==> src/rtl/qvr_pkg.sv <==
package qvr_pkg;

   localparam int VecWidth   = 32;
   localparam int QuatWidth  = 16;
   localparam int NumComp    = 3;
   // sum of four squares, unsigned
   localparam int NormWidth  = 2 * QuatWidth + 1;
   // matrix entries are bounded by the norm in magnitude
   localparam int MatWidth   = 2 * QuatWidth + 2;
   localparam int ProdWidth  = MatWidth + VecWidth;
   localparam int SumWidth   = ProdWidth + 2;
   // |R*v| / n stays below 2^(VecWidth+1)
   localparam int QuotWidth  = VecWidth + 2;

   localparam logic signed [QuatWidth-1:0] QuatWReset = QuatWidth'(1 << (QuatWidth - 2));

   typedef enum logic [1:0] {
      CSR_QUAT_X = 2'd0,
      CSR_QUAT_Y = 2'd1,
      CSR_QUAT_Z = 2'd2,
      CSR_QUAT_W = 2'd3
   } csr_index_type;

   typedef struct packed {
      logic signed [VecWidth-1:0] in_x;
      logic signed [VecWidth-1:0] in_y;
      logic signed [VecWidth-1:0] in_z;
   } req_type;

   typedef struct packed {
      logic signed [VecWidth-1:0] out_x;
      logic signed [VecWidth-1:0] out_y;
      logic signed [VecWidth-1:0] out_z;
      logic                       saturated;
      logic                       degenerate;
   } rsp_type;

endpackage

==> src/rtl/qvr_divstep.sv <==
module qvr_divstep import qvr_pkg::*; (
   input  logic                 clock,
   input  logic [NormWidth-1:0] norm,
   input  logic [NormWidth-1:0] rem_i,
   input  logic [QuotWidth-1:0] lq_i,
   output logic [NormWidth-1:0] rem_o,
   output logic [QuotWidth-1:0] lq_o
);

   // lq holds the dividend bits still to come at the top, quotient bits enter at the bottom
   logic [NormWidth:0]   trial;
   logic                 fits;
   logic [NormWidth-1:0] rem_ff, rem_in;
   logic [QuotWidth-1:0] lq_ff, lq_in;

   always_comb begin
      trial  = {rem_i, lq_i[QuotWidth-1]};
      fits   = trial >= {1'b0, norm};
      rem_in = fits ? NormWidth'(trial - {1'b0, norm}) : NormWidth'(trial);
      lq_in  = {lq_i[QuotWidth-2:0], fits};
   end

   always_ff @(posedge clock) begin
      rem_ff <= rem_in;
      lq_ff  <= lq_in;
   end

   assign rem_o = rem_ff;
   assign lq_o  = lq_ff;

endmodule

==> config.mk <==
export PLATFORM = sky130hd
export DESIGN_NAME = qvr_divstep
export DESIGN_NICKNAME = d
export VERILOG_FILES = /design/src/rtl/qvr_pkg.sv /design/src/rtl/qvr_divstep.sv
export SDC_FILE = /design/constraint.sdc
export NUM_CORES = 1
export LEC_CHECK = 0
export ABC_AREA = 1
export ABC_CLOCK_PERIOD_IN_PS = 4450
export BUFFER_PORTS_ARGS = -buffer_cell sky130_fd_sc_hd__buf_2
export CORE_MARGIN = 5
export CORE_UTILIZATION = 26
export DETAILED_ROUTE_END_ITERATION = 7
export HOLD_SLACK_MARGIN = 0.06
export PLACE_DENSITY = 0.54
export SYNTH_ARGS = -nofsm -noshare
export SYNTH_HDL_FRONTEND = slang
export SYNTH_SLANG_ARGS = --single-unit
==> constraint.sdc <==
create_clock -name clock -period 4.45 [get_ports clock]
set_input_delay 0.6675 -clock clock [delete_from_list [all_inputs] [get_ports clock]]
set_output_delay 0.6675 -clock clock [all_outputs]
set_load 0.01 [all_outputs]
==> results of run 1 <==
==> routing by layer <==
metal / wire, µm / vias to the layer above / track usage / part of all wire
met4: 227 / 0 / 0.04955 / 0.015
met2: 6527 / 142 / 0.2311 / 0.44
li1: - / 2582 / - / -
met5: 0 / - / 0 / 0
met1: 6764 / 1986 / 0.1883 / 0.46
met3: 1217 / 15 / 0.03561 / 0.083
==> cell type report <==
cell class,instances,area share
Timing Repair Buffer,168,0.1403
Tap cell,229,0.04767
Inverter,160,0.09992
Clock inverter,5,0.007494
Clock buffer,11,0.04205
Sequential cell,67,0.2231
Multi-Input combinational cell,510,0.4394
==> sequential cells by signal, indices dropped and copies added, names as in the netlist <==
signal and flops:
rem_o 33, lq_o 34
==> stage by stage <==
stage	util	setup WS, ns
2_1_floorplan	-	2.279
3_3_place_gp	0.3213	1.594
3_5_place_dp	0.3213	1.533
4_1_cts	0.3381	1.905
5_1_grt	0.3381	1.726
6_report	0.3381	1.901
==> critical path: stages <==
cell and delay, ns:
buf_2 0.10, inv_1 0.07, ha_1 0.13, inv_1 0.08, fa_1 0.43, nand3_1 0.12, nand3_2 0.12, nand2_1 0.12
nand2_2 0.08, nand2_4 0.37, nand2_8 0.28, nand3_1 0.14, nand2_1 0.06
==> Yosys cell counts (all sizes together) (2+ instances only) <==
cell | n | area, µm²
nand3b | 10 | 75.07
xor2 | 13 | 113.9
dfxtp | 67 | 1341
a21o | 2 | 15.01
ha | 33 | 412.9
nor2 | 41 | 178.9
nor3 | 11 | 70.07
and2 | 5 | 31.28
nand3 | 69 | 420.4
a21oi | 21 | 105.1
or2 | 2 | 12.51
nand2 | 297 | 1154
buf | 9 | 72.57
inv | 160 | 600.6
nand4 | 2 | 12.51
==> how the worst max path moves through the flow <==
stage | to | slack [ns] | depth (start not counted)
final | rem_o[17] | 1.90 | 13
after floorplan | rem_o[25] | 2.28 | 13
after CTS | rem_o[17] | 1.90 | 13
after global routing | rem_o[17] | 1.73 | 13
after detailed placement | rem_o[0] | 1.53 | 13
after global placement | rem_o[0] | 1.59 | 13
==> where the power goes <==
| group | switching [µW] | total (µW) | internal (µW) |
|---|---|---|---|
| Clock | 294 | 709 | 415 |
| Combinational | 372 | 602 | 229 |
| Sequential | 19.4 | 696 | 677 |
==> cell families after synthesis <==
group | synth area share
AND/OR/NAND/NOR | 0.4211
buffers and inverters | 0.1446
AO/OA/AOI/OAI | 0.02687
XOR/XNOR | 0.02634
flip-flops | 0.2881
adder cells (fa/ha/maj) | 0.09299
==> flow_metrics.env, run 1 <==
export IMPL_status="completed"
export IMPL_drt_initial_drc_count=198
export IMPL_htree_levels=3
export IMPL_area_sequential_um2=1341
export IMPL_antenna_found_initial=0
export IMPL_ant_nets=0
export IMPL_min_period_ns=2.549
export IMPL_grt_pass1_wl_um=23440
export IMPL_final_period_utilization=0.5729
export IMPL_synth_cell_types=29
export IMPL_syn_inst=746
export IMPL_dp_cells=1134
export IMPL_syn_nets=881
export IMPL_clockBufferDepth=2
export IMPL_avgSynthCellArea_um2=6.241
export IMPL_dieArea_um2=20680
export IMPL_hold_depth=1
export IMPL_path_class="in -> reg"
export IMPL_core_um2=17780
export IMPL_tightestPinTransition_ns=0.4682
export IMPL_cts_setup_buffers=0
export IMPL_setup_viol=0
export IMPL_stdcell_area_um2=6011
export IMPL_dr_pass1_iters=4
export IMPL_grt_use_total=0.1438
export IMPL_layout_common_cells="nand2_1, buf_2, inv_1, dfxtp_1, nand3_1"
export IMPL_finalMaxSlewViolations=0
export IMPL_hold_buffers=0
export IMPL_cts_resized=0
export IMPL_max_freq_mhz=392.3
export IMPL_worst_ir_drop_vdd_mv=0.2050
export IMPL_routedWlPerCell_um=12.81
export IMPL_cts_tree="yes"
export IMPL_diodes=0
export IMPL_place_area_um2=5713
export IMPL_grt_pass1_vias=4712
export IMPL_finalHoldViolations=0
export IMPL_route_detailed_drc=0
export IMPL_place_gp_congestion=0.8715
export IMPL_holdPathEnd="lq_o[29]"
export IMPL_crit_start="lq_i[33]"
export IMPL_crit_required_ns=4.68
export IMPL_via_per_inst=4.109
export IMPL_whs_ns=0.4205
export IMPL_fin_tns_setup_ns=0
export IMPL_p_per_area_nw_per_um2=333.9
export IMPL_numCtsBuffers=9
export IMPL_slew_headroom=0.6876
export IMPL_start_util=0.2619
export IMPL_ioPinCount=168
export IMPL_synthFlopType="dfxtp_1"
export IMPL_cts_sinks=67
export IMPL_dr_total_vias=4725
export IMPL_cts_root_buf="clkbuf_16"
export IMPL_die_w_um=143.8
export IMPL_seq_area_frac_synth=0.2881
export IMPL_synth_async_reset_ratio=0
export IMPL_worstHoldStart="lq_i[28]"
export IMPL_hold_path_class="in -> reg"
export IMPL_maxCapViolCount=0
export IMPL_drive_gt1_frac=0.2421
export IMPL_nets=1051
export IMPL_cp_max_fo=35
export IMPL_syn_cell_area_um2=4656
export IMPL_grt_max_degree=36
export IMPL_drt_total_wl_um=14740
export IMPL_critPathArrivalTime_ns=2.78
export IMPL_fillers=2053
export IMPL_synth_seq_cells=67
export IMPL_startpoint_type="input pin"
export IMPL_final_common_cell="nand2_1"
export IMPL_fp_row_count=49
export IMPL_rsz0062_at_grt="no"
export IMPL_io_buffers=167
export IMPL_fp_dieH_um=143.8
export IMPL_detailed_place_hpwl_um=12230
export IMPL_overflow=0
export IMPL_power_uw=2007
export IMPL_multi_input_area_um2=2641
export IMPL_cellLeakagePower_uw=0.003637
export IMPL_end_kind="register"
export IMPL_synth_edf_count=0
export IMPL_area_delta_synth_final_pct=29.10
export IMPL_final_cells=1150
export IMPL_synth_warnings=0
export IMPL_clk_pin_slew_worst_paths_ns=0.06
Note: power is estimated with default switching activity, not from simulation.
==> run 2, diff against run 1 <==
- ABC_AREA: 1 -> 0
- ABC_CLOCK_PERIOD_IN_PS: 4450 -> 2290
- PLACE_DENSITY: 0.54 -> 0.58
- clock period: 4.45 -> 2.29 ns (I/O delays scaled with it)
==> run 2 against run 1 <==
The run now ends with negative setup slack left. Routed wire length is 15% lower. Die area shrank 16%. First-iteration DRC count shrank 39%. Cell count is 22% lower. Count of clock-buffer cells in the layout is 2 lower. Hold slack got worse by 0.31 ns. Sequential cell count stayed put.
==> flow_metrics.env, run 2 <==
export IMPL_fillers=1492
export IMPL_synth_edf_count=0
export IMPL_hold_buffers=0
export IMPL_cts_root_buf="clkbuf_16"
export IMPL_finalHoldViolations=0
export IMPL_grt_pass1_wl_um=19860
export IMPL_routedWlPerCell_um=13.91
export IMPL_route_detailed_drc=0
export IMPL_synthTopCellsByCount="dfxtp_1, inv_1, nand2_1"
export IMPL_hold_path_class="in -> reg"
export IMPL_end_kind="register"
export IMPL_crit_required_ns=2.51
export IMPL_core_um2=14590
export IMPL_rsz0062_at_grt="yes"
export IMPL_power_uw=4150
export IMPL_max_stage_delay_ns=0.35
export IMPL_drt_initial_drc_count=121
export IMPL_diodes=0
export IMPL_tightestPinTransition_ns=0.3989
export IMPL_syn_cell_area_um2=3869
export IMPL_overflow=0
export IMPL_syn_inst=433
export IMPL_die_w_um=132.0
export IMPL_ant_nets=0
export IMPL_numCtsBuffers=9
export IMPL_seq_area_frac_synth=0.3467
export IMPL_violations="negative setup slack"
export IMPL_whs_ns=0.1112
export IMPL_htree_levels=3
export IMPL_path_cells="buf_12, inv_12, ha_4, inv_2, fa_2, a21o_1, a221oi_4, buf_4, o21ai_4, a21boi_2, o31ai_4, a21oi_4, buf_12, mux2_4"
export IMPL_final_period_utilization=1.045
export IMPL_cellLeakagePower_uw=0.003103
export IMPL_antenna_found_initial=0
export IMPL_via_per_inst=4.440
export IMPL_synth_seq_cells=67
export IMPL_place_gp_congestion=0.8773
export IMPL_final_cells=896
export IMPL_start_util=0.2652
export IMPL_synth_warnings=0
export IMPL_fp_row_count=44
export IMPL_multi_input_area_um2=2316
export IMPL_io_buffers=167
export IMPL_grt_use_total=0.1394
export IMPL_worst_ir_drop_vdd_mv=0.3396
export IMPL_dieArea_um2=17420
export IMPL_min_period_ns=2.393
export IMPL_startpoint_type="input pin"
export IMPL_syn_nets=568
export IMPL_clockBufferDepth=2
export IMPL_drive_gt1_frac=0.5042
export IMPL_synth_cell_types=60
export IMPL_crit_start="lq_i[33]"
export IMPL_clk_pin_slew_worst_paths_ns=0.06
export IMPL_status="finished, violations left"
export IMPL_synthFlopType="dfxtp_1"
export IMPL_ioPinCount=168
export IMPL_stdcell_area_um2=6160
export IMPL_detailed_place_hpwl_um=10440
export IMPL_place_area_um2=5718
export IMPL_drt_total_wl_um=12460
export IMPL_netlist_top_cells_area="dfxtp_1, ha_1, o21ai_2, inv_1, a21oi_1"
export IMPL_dr_pass1_iters=4
export IMPL_yosysTopAreaCell="dfxtp_1"
export IMPL_dp_cells=875
export IMPL_avgSynthCellArea_um2=8.935
export IMPL_endpoint="rem_o[1]"
export IMPL_grt_pass1_vias=4070
export IMPL_dr_total_vias=3978
export IMPL_cp_slowest_cell="fa_2"
export IMPL_synth_async_reset_ratio=0
export IMPL_layout_common_cells="buf_2, buf_4, dfxtp_1, inv_1, nand2_1"
export IMPL_cp_max_fo=4
export IMPL_nets=842
export IMPL_grt_max_degree=17
export IMPL_fp_dieH_um=132.0
export IMPL_slew_headroom=0.7313
export IMPL_critPathArrivalTime_ns=2.62
export IMPL_cts_sinks=67
export IMPL_finalMaxSlewViolations=0
export IMPL_utilization=0.4222
export IMPL_maxCapViolCount=0
export IMPL_final_common_cell="buf_2"
export IMPL_synth_top_area_frac=0.3467
export IMPL_path_common_cell="buf_12"
export IMPL_path_class="in -> reg"
export IMPL_setup_viol=32
export IMPL_p_per_area_nw_per_um2=673.8
export IMPL_largest_register_ffs=34
export IMPL_cts_tree="yes"
export IMPL_area_delta_synth_final_pct=59.22
export IMPL_synth_most_common_cell="dfxtp_1"
export IMPL_area_sequential_um2=1341
export IMPL_setup_ws_ns=-0.1026
export IMPL_max_freq_mhz=417.9
==> run 2: cell type report <==
class                      instances  area share
tap                              184     0.03738
timing repair buffer             280      0.2905
multi-input combinational        304      0.3760
sequential                        67      0.2178
inverter                          45     0.02945
clock buffer                       9     0.03656
clock inverter                     7     0.01239
==> run 2: timing repair <==
item | in CTS | in global routing
gates cloned | 1 | 0
resized for setup | 12 | 7
pin swaps | 14 | 12
endpoints found under the hold margin | 0 | 0
buffers inserted | 3 | 2
endpoints found under the setup margin | 34 | 34
==> run 2: where the power goes <==
part	leakage [µW]	switching (µW)	internal, µW
clock	0.000142	546	850
combinational	0.00240	693	696
sequential	0.000565	44.2	1320
==> run 2: how the worst min path moves through the flow <==
stage,endpoint,cells after the start,startpoint,slack (ns)
6_report,lq_o[26],1,lq_i[25],0.11
2_1_floorplan,lq_o[10],0,lq_i[9],0.37
4_1_cts,lq_o[26],1,lq_i[25],0.09
5_1_grt,lq_o[30],1,lq_i[29],0.09
3_3_place_gp,lq_o[21],1,lq_i[20],0.45
3_5_place_dp,lq_o[26],1,lq_i[25],0.45
==> run 2: critical path, delay by kind of cell <==
family	cells	cell delay, ns
AOI/OAI and AO/OA	6	1.01
adders and majority gates	2	0.46
muxes	1	0.29
buffers and inverters	5	0.49
==> run 2: cell families (layout without fill, tap and decap cells) <==
logic type                 after synthesis  in the layout  share of synthesized area
and+or+nand+nor                        105            105                     0.1339
buffers and inverters                   62            341                    0.08118
xor gates and xnor gates                28             28                    0.06339
adders and majority gates               34             34                     0.1119
muxes                                    1              1                   0.003880
DFF                                     67             67                     0.3467
AOI/OAI and AO/OA                      136            136                     0.2591
==> run 2: through the flow <==
step / setup slack [ns] / setup TNS, ns
6_report: -0.1026 / -1.738
4_1_cts: -0.05671 / -0.06767
3_3_place_gp: -0.4875 / -13.99
2_1_floorplan: -0.2870 / -6.599
5_1_grt: -0.1938 / -5.154
3_5_place_dp: -0.5096 / -15.74
==> run 2: routing by layer <==
layer | share of wire | global-route usage | vias to the layer above
met1 | 0.45 | 0.1727 | 1770
met3 | 0.073 | 0.04466 | 9
met2 | 0.47 | 0.2375 | 135
met4 | 0.011 | 0.02914 | 0
met5 | 0 | 0 | -
li1 | - | - | 2064
